**config.mk**
```make
export PLATFORM = sky130hd
export DESIGN_NAME = qmf_two_band_analysis_unit
export DESIGN_NICKNAME = d
export VERILOG_FILES = /design/src/hw/rtl/qmf_pkg.sv /design/src/hw/rtl/qmf_ram.sv /design/src/hw/rtl/qmf_two_band_analysis_unit.sv
export SDC_FILE = /design/constraint.sdc
export NUM_CORES = 2
export LEC_CHECK = 0
export ABC_AREA = 1
export BUFFER_PORTS_ARGS = -buffer_cell sky130_fd_sc_hd__buf_2
export CAP_MARGIN = 20
export CORE_UTILIZATION = 40
export DETAILED_ROUTE_END_ITERATION = 6
export GPL_ROUTABILITY_DRIVEN = 0
export PLACE_DENSITY_LB_ADDON = 0.08
export SLEW_MARGIN = 20
export SYNTH_ARGS = -nofsm -noshare
export SYNTH_HDL_FRONTEND = slang
export SYNTH_HIERARCHICAL = 1
export SYNTH_SLANG_ARGS = --single-unit
```
**constraint.sdc**
```tcl
create_clock -name clock -period 7.2 [get_ports clock]
set_clock_uncertainty 0.2 [all_clocks]
set_input_delay 0.36 -clock clock [delete_from_list [all_inputs] [get_ports clock]]
set_output_delay 0.36 -clock clock [all_outputs]
set_load 0.02 [all_outputs]
```
**src/hw/rtl/qmf_pkg.sv**
```systemverilog
// qmf_pkg: shared types and constants for the two-band qmf analysis unit
// word layouts for the request and response channels, sequencer states
// no dependencies
package qmf_pkg;

   localparam int TAPS_DEFAULT = 32;
   localparam int COEF_SLOTS   = 32;
   localparam int SMP_W        = 16;
   localparam int PROD_W       = 2 * SMP_W;
   localparam int ACC_W        = 38;
   localparam int FRAC_BITS    = 15;

   localparam logic OP_LOAD   = 1'b0;
   localparam logic OP_SAMPLE = 1'b1;

   typedef struct packed {
      logic                    operation;
      logic [4:0]              coef_index;
      logic signed [SMP_W-1:0] value;
      logic                    frame_start;
   } qmf_req_type;

   typedef struct packed {
      logic signed [SMP_W-1:0] low_band;
      logic signed [SMP_W-1:0] high_band;
      logic                    saturated;
   } qmf_rsp_type;

   typedef enum logic [1:0] {
      ST_IDLE,
      ST_MAC,
      ST_DRAIN,
      ST_OUT
   } qmf_state_type;

endpackage

```
**src/hw/rtl/qmf_ram.sv**
```systemverilog
// qmf_ram: generic single-write, single-read ram with registered read data
// no dependencies
module qmf_ram #(
   parameter int WIDTH = 16,
   parameter int DEPTH = 32
) (
   input  logic                     clock,
   input  logic                     wr_en,
   input  logic [$clog2(DEPTH)-1:0] wr_addr,
   input  logic [WIDTH-1:0]         wr_data,
   input  logic [$clog2(DEPTH)-1:0] rd_addr,
   output logic [WIDTH-1:0]         rd_data
);

   logic [WIDTH-1:0] mem_ff [DEPTH];
   logic [WIDTH-1:0] rd_data_ff;

   always_ff @(posedge clock) begin
      if (wr_en) begin
         mem_ff[wr_addr] <= wr_data;
      end
      rd_data_ff <= mem_ff[rd_addr];
   end

   assign rd_data = rd_data_ff;

endmodule

```
**src/hw/rtl/qmf_two_band_analysis_unit.sv**
```systemverilog
// qmf_two_band_analysis_unit: two-band qmf analysis filter bank, one shared mac
// load words and off-phase sample words: one per cycle while idle, no result
// on-phase sample words: mac over min(TAPS,32) taps, then drain; result then held in an
// output register while the next word is taken; the mac loop over taps and output back-pressure set the rate
// reset clears taps and delay line logically through valid bits and a fill count
// depends on qmf_pkg and qmf_ram
module qmf_two_band_analysis_unit
   import qmf_pkg::*;
#(
   parameter int TAPS = TAPS_DEFAULT
) (
   input  logic        clock,
   input  logic        reset,
   input  logic        req_valid,
   output logic        req_ready,
   input  qmf_req_type req_data,
   output logic        rsp_valid,
   input  logic        rsp_ready,
   output qmf_rsp_type rsp_data
);

   localparam int   DEPTH    = (TAPS < COEF_SLOTS) ? TAPS : COEF_SLOTS;
   localparam int   KW       = $clog2(DEPTH);
   localparam int   FW       = KW + 1;
   localparam int   RW       = ACC_W - FRAC_BITS;
   localparam logic HALF_ODD = ((TAPS / 2) % 2) != 0;

   typedef struct packed {
      logic [SMP_W-1:0] value;
      logic             clip;
   } rnd_type;

   qmf_state_type state_ff, state_in;

   logic [KW-1:0]  k_ff, rp_ff, wp_ff, wp_nxt;
   logic [FW-1:0]  fill_ff;
   logic           phase_ff, phase_n, emit;
   logic [DEPTH-1:0] coef_vld_ff;

   logic           s1_vld_ff, s1_use_ff, s1_odd_ff;
   logic           s2_vld_ff, s2_odd_ff;
   logic signed [PROD_W-1:0] prod_ff;
   logic signed [ACC_W-1:0]  acc_lo_ff, acc_hi_ff;

   logic           rsp_valid_ff;
   qmf_rsp_type    rsp_ff;

   logic           accept, smp_acc, ld_acc, issue, load_out, coef_wr;
   logic [SMP_W-1:0] coef_rd, dly_rd;
   rnd_type        lo_r, hi_r;

   function automatic rnd_type round_sat(input logic signed [ACC_W-1:0] acc);
      logic signed [ACC_W-1:0] biased;
      logic signed [RW-1:0]    r;
      rnd_type                 res;
      biased = acc + ACC_W'(1 << (FRAC_BITS - 1));
      r      = biased[ACC_W-1:FRAC_BITS];
      if (r > RW'(32767)) begin
         res.value = 16'h7fff;
         res.clip  = 1'b1;
      end else if (r < -RW'(32768)) begin
         res.value = 16'h8000;
         res.clip  = 1'b1;
      end else begin
         res.value = r[SMP_W-1:0];
         res.clip  = 1'b0;
      end
      return res;
   endfunction

   assign accept  = req_valid && req_ready;
   assign smp_acc = accept && (req_data.operation == OP_SAMPLE);
   assign ld_acc  = accept && (req_data.operation == OP_LOAD);
   assign coef_wr = ld_acc && ({1'b0, req_data.coef_index} < 6'(DEPTH));
   assign wp_nxt  = (wp_ff == KW'(DEPTH - 1)) ? '0 : wp_ff + 1'b1;
   assign phase_n = req_data.frame_start ? 1'b0 : phase_ff;
   assign emit    = (phase_n ^ HALF_ODD) == 1'b0;

   qmf_ram #(.WIDTH(SMP_W), .DEPTH(DEPTH)) u_coef_ram (
      .clock   (clock),
      .wr_en   (coef_wr),
      .wr_addr (req_data.coef_index[KW-1:0]),
      .wr_data (req_data.value),
      .rd_addr (k_ff),
      .rd_data (coef_rd)
   );

   qmf_ram #(.WIDTH(SMP_W), .DEPTH(DEPTH)) u_delay_ram (
      .clock   (clock),
      .wr_en   (smp_acc),
      .wr_addr (wp_nxt),
      .wr_data (req_data.value),
      .rd_addr (rp_ff),
      .rd_data (dly_rd)
   );

   // sequencer
   always_ff @(posedge clock) begin
      if (reset) begin
         state_ff <= ST_IDLE;
      end else begin
         state_ff <= state_in;
      end
   end

   always_comb begin
      state_in  = state_ff;
      req_ready = 1'b0;
      issue     = 1'b0;
      load_out  = 1'b0;
      unique case (state_ff)
         ST_IDLE: begin
            req_ready = 1'b1;
            if (req_valid && (req_data.operation == OP_SAMPLE) && emit) begin
               state_in = ST_MAC;
            end
         end
         ST_MAC: begin
            issue = 1'b1;
            if (k_ff == KW'(DEPTH - 1)) begin
               state_in = ST_DRAIN;
            end
         end
         ST_DRAIN: begin
            if (!s1_vld_ff && !s2_vld_ff) begin
               state_in = ST_OUT;
            end
         end
         ST_OUT: begin
            if (!rsp_valid_ff || rsp_ready) begin
               load_out = 1'b1;
               state_in = ST_IDLE;
            end
         end
         default: state_in = ST_IDLE;
      endcase
   end

   // write pointer, fill count, phase, tap valid bits and stage valid bits
   always_ff @(posedge clock) begin
      if (reset) begin
         wp_ff       <= '0;
         fill_ff     <= '0;
         phase_ff    <= 1'b0;
         coef_vld_ff <= '0;
         s1_vld_ff   <= 1'b0;
         s2_vld_ff   <= 1'b0;
      end else begin
         if (coef_wr) begin
            coef_vld_ff[req_data.coef_index[KW-1:0]] <= 1'b1;
         end
         if (smp_acc) begin
            wp_ff    <= wp_nxt;
            phase_ff <= ~phase_n;
            if (req_data.frame_start) begin
               fill_ff <= FW'(1);
            end else if (fill_ff != FW'(DEPTH)) begin
               fill_ff <= fill_ff + 1'b1;
            end
         end
         s1_vld_ff <= issue;
         s2_vld_ff <= s1_vld_ff;
      end
   end

   // mac datapath: read, multiply, accumulate
   always_ff @(posedge clock) begin
      if (smp_acc) begin
         k_ff  <= '0;
         rp_ff <= wp_nxt;
      end else if (issue) begin
         k_ff  <= k_ff + 1'b1;
         rp_ff <= (rp_ff == '0) ? KW'(DEPTH - 1) : rp_ff - 1'b1;
      end
      s1_use_ff <= coef_vld_ff[k_ff] && ({1'b0, k_ff} < fill_ff);
      s1_odd_ff <= k_ff[0];
      prod_ff   <= s1_use_ff ? $signed(coef_rd) * $signed(dly_rd) : PROD_W'(0);
      s2_odd_ff <= s1_odd_ff;
      if (smp_acc) begin
         acc_lo_ff <= '0;
         acc_hi_ff <= '0;
      end else if (s2_vld_ff) begin
         acc_lo_ff <= acc_lo_ff + ACC_W'(prod_ff);
         acc_hi_ff <= s2_odd_ff ? acc_hi_ff + ACC_W'(prod_ff)
                                : acc_hi_ff - ACC_W'(prod_ff);
      end
   end

   // rounding, saturation and output register
   always_comb begin
      lo_r = round_sat(acc_lo_ff);
      hi_r = round_sat(acc_hi_ff);
   end

   always_ff @(posedge clock) begin
      if (reset) begin
         rsp_valid_ff <= 1'b0;
      end else if (load_out) begin
         rsp_valid_ff <= 1'b1;
      end else if (rsp_ready) begin
         rsp_valid_ff <= 1'b0;
      end
   end

   always_ff @(posedge clock) begin
      if (load_out) begin
         rsp_ff.low_band  <= lo_r.value;
         rsp_ff.high_band <= hi_r.value;
         rsp_ff.saturated <= lo_r.clip | hi_r.clip;
      end
   end

   assign rsp_valid = rsp_valid_ff;
   assign rsp_data  = rsp_ff;

endmodule

```
After elaboration in Yosys (flattened, before gate mapping)
Memories as Yosys holds them, arrays and structs flattened. A register that Yosys moved wholly into a read port is not among the register bits. Cells that the tools add are included.

Memories kept: 2. Output and inout port bits: 35. Input port bits: 27. Logic and storage cells: 103. RAM bits: 1024. Bits in registers: 203.

Memory list: u_coef_ram.mem_ff (depth 32, width 16, rd ports 1, clocked after memory_dff 1, wr ports 1, line qmf_ram.sv:15) `logic [WIDTH-1:0] mem_ff [DEPTH];`; u_delay_ram.mem_ff (depth 32, width 16, rd ports 1, clocked after memory_dff 1, wr ports 1, line qmf_ram.sv:15).

Multipliers: 1. Bitwise gates (word level): 4. Reduce and logical (&&, ||, !) cells: 19. Add/subtract/negate cells: 9. $lt $le $gt $ge: 8. Eq/ne operators: 10. Muxes and demuxes: 31.

Operators by type and width (count): $add A38 B16 Y38 const B (2); $add A38 B32 Y38 (2); $gt A23 B16 Y1 const B (2); $lt A23 B16 Y1 const B (2); $mux W38 (1); $sub A38 B32 Y38 (1); $mux W17 (2); $mul A16 B16 Y32 (1); $or A32 B32 Y32 (1); $mux W5 (4); $mux W1 (15); $lt A5 B6 Y1 const B (2); $mux W6 (2); $add A5 B1 Y5 const B (2); $eq A5 B5 Y1 const B (2); $logic_and A1 B1 Y1 (8); $mux W2 (4); $ne A2 B2 Y1 const B (4); $pmux W2 S4 (1); $add A6 B1 Y6 const B (1); $lt A5 B6 Y1 (1); $ne A6 B6 Y1 const B (1); $reduce_bool A2 Y1 (3); $bmux W1 S5 (1); other kinds (13) (17).

Depth between registers and ports, before layout
Depth in word-level cells: 6. Depth in mapped cells: 26. Mapped depth without buffers: 25.

By module
Netlist, hierarchy kept.

Modules (own cells, without submodules): qmf_ram (cells an instance 1794, sequential area each 15695.1 um^2, instances 2, area an instance 21301.7 um^2); qmf_two_band_analysis_unit (cells an instance 3719, sequential area each 4444.3 um^2, instances 1, area an instance 25517.0 um^2).

Least setup slack after synthesis
Ideal clock, no wire load.

Path type: register -> register. From: register u_coef_ram.rd_data_ff[15], in the netlist u_coef_ram/rd_data[15], read port of u_coef_ram.mem_ff. To: register prod_ff[28]. Period minus slack after synthesis: 5.702 ns. Slack: 1.498 ns. Path buffers: 1. Setup time: 0.113 ns. Stages on the path, launching flop included: 21. Required time: 6.887 ns. Arrival time: 5.389 ns. Cells stage by stage: dfxtp_1 clkbuf_1 nand2_1 inv_1 fa_1 fa_1 inv_1 fa_1 fa_1 fa_1 fa_1 inv_1 ha_1 nand2_1 nor2_1 nand2_1 or2_2 nand3_1 nand2_1 nand2_1 nor2_1.

Cells in the longest elaborated chain, start to end: 1.

RTL lines: from (decl) (line qmf_ram.sv:16) `logic [WIDTH-1:0] rd_data_ff;`; $mul A16 B16 Y32 (line qmf_two_band_analysis_unit.sv:177) `prod_ff <= s1_use_ff ? $signed(coef_rd) * $signed(dly_rd) : PROD_W'(0);`; to (signal assigned) (line qmf_two_band_analysis_unit.sv:177); to (decl) (line qmf_two_band_analysis_unit.sv:42) `logic signed [PROD_W-1:0] prod_ff;`.

Every way passes these cells. A chain may end at the register's enable or synchronous reset.

Worst setup path after layout
From: register u_delay_ram.rd_data_ff[1], in the netlist u_delay_ram/rd_data[1], read port of u_delay_ram.mem_ff. To: register prod_ff[31].

Cells in the longest elaborated chain, start to end: 1.

RTL lines (line): from (decl) (qmf_ram.sv:16); $mul A16 B16 Y32 (qmf_two_band_analysis_unit.sv:177).

Every way passes these cells.

==> results.toml <==
[run_status]
outcome = "completed"

[clock_network]
clk_latency_ns = 0.80
cts_tree = "done"
cts_setup_buffers = 0
cts.sinks = 1259
cts_root_buf = "clkbuf_16"
clockBufferDepth = 3
clkTransAtPathRegs_ns = 0.06
cts_max_level = 4
numCtsBuffers = 144

[detailed_routing]
dr.pass1.iters = 5
drc = 0
finalWirelength_mm = 195
drt_iter0_drc = 3955
via_per_inst = 5.14
route.detailed.wl_per_inst_um = 20.2
ant_nets = 0
num_vias = 49693

[worst_setup_path]
crit_family = "adder cells"
rrSetupSlack_ns = 0.58
cp.arrival_ns = 7.06
critical_path.max_fanout = 16
cpMostUsedCell = "fa_1"
endpoint_kind = "flip-flop"
critPathKind = "flip-flop to flip-flop"
reg2reg_to = "prod_ff[31]$_SDFF_PN0_"
r2r_start = "u_delay_ram/rd_data[1]$_DFF_P_"
slowest_stage = "fa_1"
crit_path_start_kind = "flip-flop"
path_cells = "nand2_1, inv_1, fa_1, fa_1, fa_1, fa_1, inv_1, fa_1, inv_1, fa_1, ha_1, inv_1, nor3_1, inv_1, o211ai_1, nor2_1, nand2_1, nand2_1, nand2_1, nor2_1"
crit_buf_inv = 5
cpPeakStageDelay_ns = 0.86
cp_num_cells = 20
required_ns = 7.64
rr_worst_depth = 20

[min_path]
min_from = "req_data[8]"
holdCritPathClass = "input port to flip-flop"
worst_hold_path.endpoint = "u_coef_ram/mem_ff[28][7]$_DFFE_PP_"
hold_depth = 2

[synth]
netlist_area_sq_mm = 0.0681
syn_nets = 7772
synth_edf_count = 1062
yosys-top-cells-count = "nand2_1 (2,363), edfxtp_1 (1,062), nand3_1 (932)"
synth_warnings = 6
synthFlopType = "edfxtp_1"
synth.most_common_cell = "nand2_1"
syn_avg_cell_area_sq_um = 9.32
synth_seq_area_share = 0.526
synth_top_cell_area_share = 0.468
yosys-top-cells-area = "edfxtp_1 (47%), nand2_1 (13%), fa_1 (7.8%)"
netlist_instances = 7307
synth-seq-cells = 1259
synthArstFlopShare = 0
synth_cell_types = 52
yosysTopAreaCell = "edfxtp_1"

[floorplanning]
rows = 151
die_height_um = 415
dieArea_sq_mm = 0.172
die_w_um = 415
core-area_sq_mm = 0.169
io_pins = 62
start_util = 0.402

[timing]
relSlewSlack = 0.269
tightestPinTransition_ns = 1.09
slew_viol_final = 0
setup_tns_ns = 0
hold_viol_final = 0
setup_violations = 0
fmax_mhz = 151
period_minus_slack_ns = 6.62
fin_crit_sh = 0.919
rsz0062_at_grt = "false"

[place]
io_buffer_count = 61
dp_hpwl_mm = 126

[finish]
nFillCells = 16366
syn2layout_area_growth_pct = 10.4
drive_gt1_frac = 0.0612
final_nets = 7801
multiInputGateArea_sq_mm = 0.0272
regArea_sq_mm = 0.0358

[flow_run]
maxCapViolations = 0

[global_routing]
grt_antenna_before_repair = 9
grt_use_total = 0.225
first_global_vias = 47979
grt_pass1_wl_mm = 295
overflow = 0
grt_max_degree = 160
cells by family (layout without fill, tap and decap cells):
kind of cell               count (synthesis)  count (layout)  synth area share
AOI/OAI and AO/OA                        530             530            0.0441
other                                      0               8                 0
adders and majority gates                438             438             0.110
and+or+nand+nor                         3834            3834             0.234
xor gates and xnor gates                  95              95            0.0122
DFF                                     1259            1259             0.526
buffers and inverters                   1151            1293            0.0744
worst register-to-register path, stage by stage, from the launching register on:
cell      delay, ns
dfxtp_1        0.74
nand2_1        0.20
inv_1          0.17
fa_1           0.56
fa_1           0.87
fa_1           0.59
fa_1           0.53
inv_1          0.05
fa_1           0.48
inv_1          0.05
fa_1           0.43
ha_1           0.44
inv_1          0.09
nor3_1         0.39
inv_1          0.09
o211ai_1       0.27
nor2_1         0.06
nand2_1        0.09
nand2_1        0.05
nand2_1        0.07
nor2_1         0.04
stage by stage:
| step | area (sq um) | util | hold slack (ns) | setup slack, ns | std cells |
|---|---|---|---|---|---|
| 2_1_floorplan | 68100 | - | 0.110 | 1.50 | 7307 |
| 3_3_place_gp | 70300 | 0.415 | 0.193 | 0.767 | 9390 |
| 3_5_place_dp | 70300 | 0.415 | 0.196 | 0.707 | 9390 |
| 4_1_cts | 75200 | 0.444 | 0.0556 | 0.638 | 9667 |
| 5_1_grt | 75200 | 0.444 | 0.0798 | 0.227 | 9668 |
| 6_report | 75200 | 0.444 | 0.0697 | 0.582 | 9675 |
what timing repair did:
item	in CTS	in global routing
endpoints found under the hold margin	45	0
hold buffers	18	0
gates resized for setup	0	0
cell usage in the layout (no fill, tap or decap), drive strengths merged, types with 18 or more instances in the layout:
cell type       n
nor2          408
nand4          37
edfxtp       1062
clkinv         56
a21oi         207
o21bai         46
clkbuf        192
xnor2          40
nand2        2368
ha            174
inv           831
fa            264
buf           184
nand3         935
xor2           55
nor3           48
o21ai         208
dlygate4sd3    18
dfxtp         197
sequential cells by signal, indices dropped and copies added (netlist names), 2 cells and up:
name                 flops
acc_hi_ff               38
u_coef_ram/mem_ff      512
rsp_data                33
acc_lo_ff               38
coef_vld_ff             32
wp_ff                    5
prod_ff                 32
u_delay_ram/rd_data     16
state_ff                 2
u_delay_ram/mem_ff     512
rp_ff                    5
fill_ff                  6
k_ff                     5
u_coef_ram/rd_data      16
layer usage:
layer  share of wire  wire, um  up-vias  track usage
met3           0.047      9140      313       0.0304
met2            0.47     91200     1116        0.365
met5               0         0        -            0
met1            0.45     88000    24242        0.309
li1                -         -    24022            -
met4           0.036      6940        0       0.0810
cell type report:
type / count / share of cell area
antenna: 8 / 0.000266
clock buffer: 192 / 0.0516
clock inverter: 67 / 0.0107
inverter: 832 / 0.0418
multi-input combinational: 4897 / 0.362
sequential: 1259 / 0.477
tap: 2218 / 0.0369
timing repair buffer: 202 / 0.0196
worst max-delay path by stage:
stage,end,slack (ns),from
finish,prod_ff[31]$_SDFF_PN0_,0.58,u_delay_ram/rd_data[1]$_DFF_P_
global route,prod_ff[31]$_SDFF_PN0_,0.23,u_delay_ram/rd_data[1]$_DFF_P_
CTS,prod_ff[31]$_SDFF_PN0_,0.64,u_delay_ram/rd_data[1]$_DFF_P_
detailed placement,prod_ff[31]$_SDFF_PN0_,0.71,u_delay_ram/rd_data[1]$_DFF_P_
global placement,prod_ff[31]$_SDFF_PN0_,0.77,u_delay_ram/rd_data[1]$_DFF_P_
floorplan,prod_ff[28]$_SDFF_PN0_,1.50,u_coef_ram/rd_data[15]$_DFF_P_
Power is left out: the tool's default activity adds up to more than one toggle a clock period on the data nets, which glitch-free logic cannot reach.
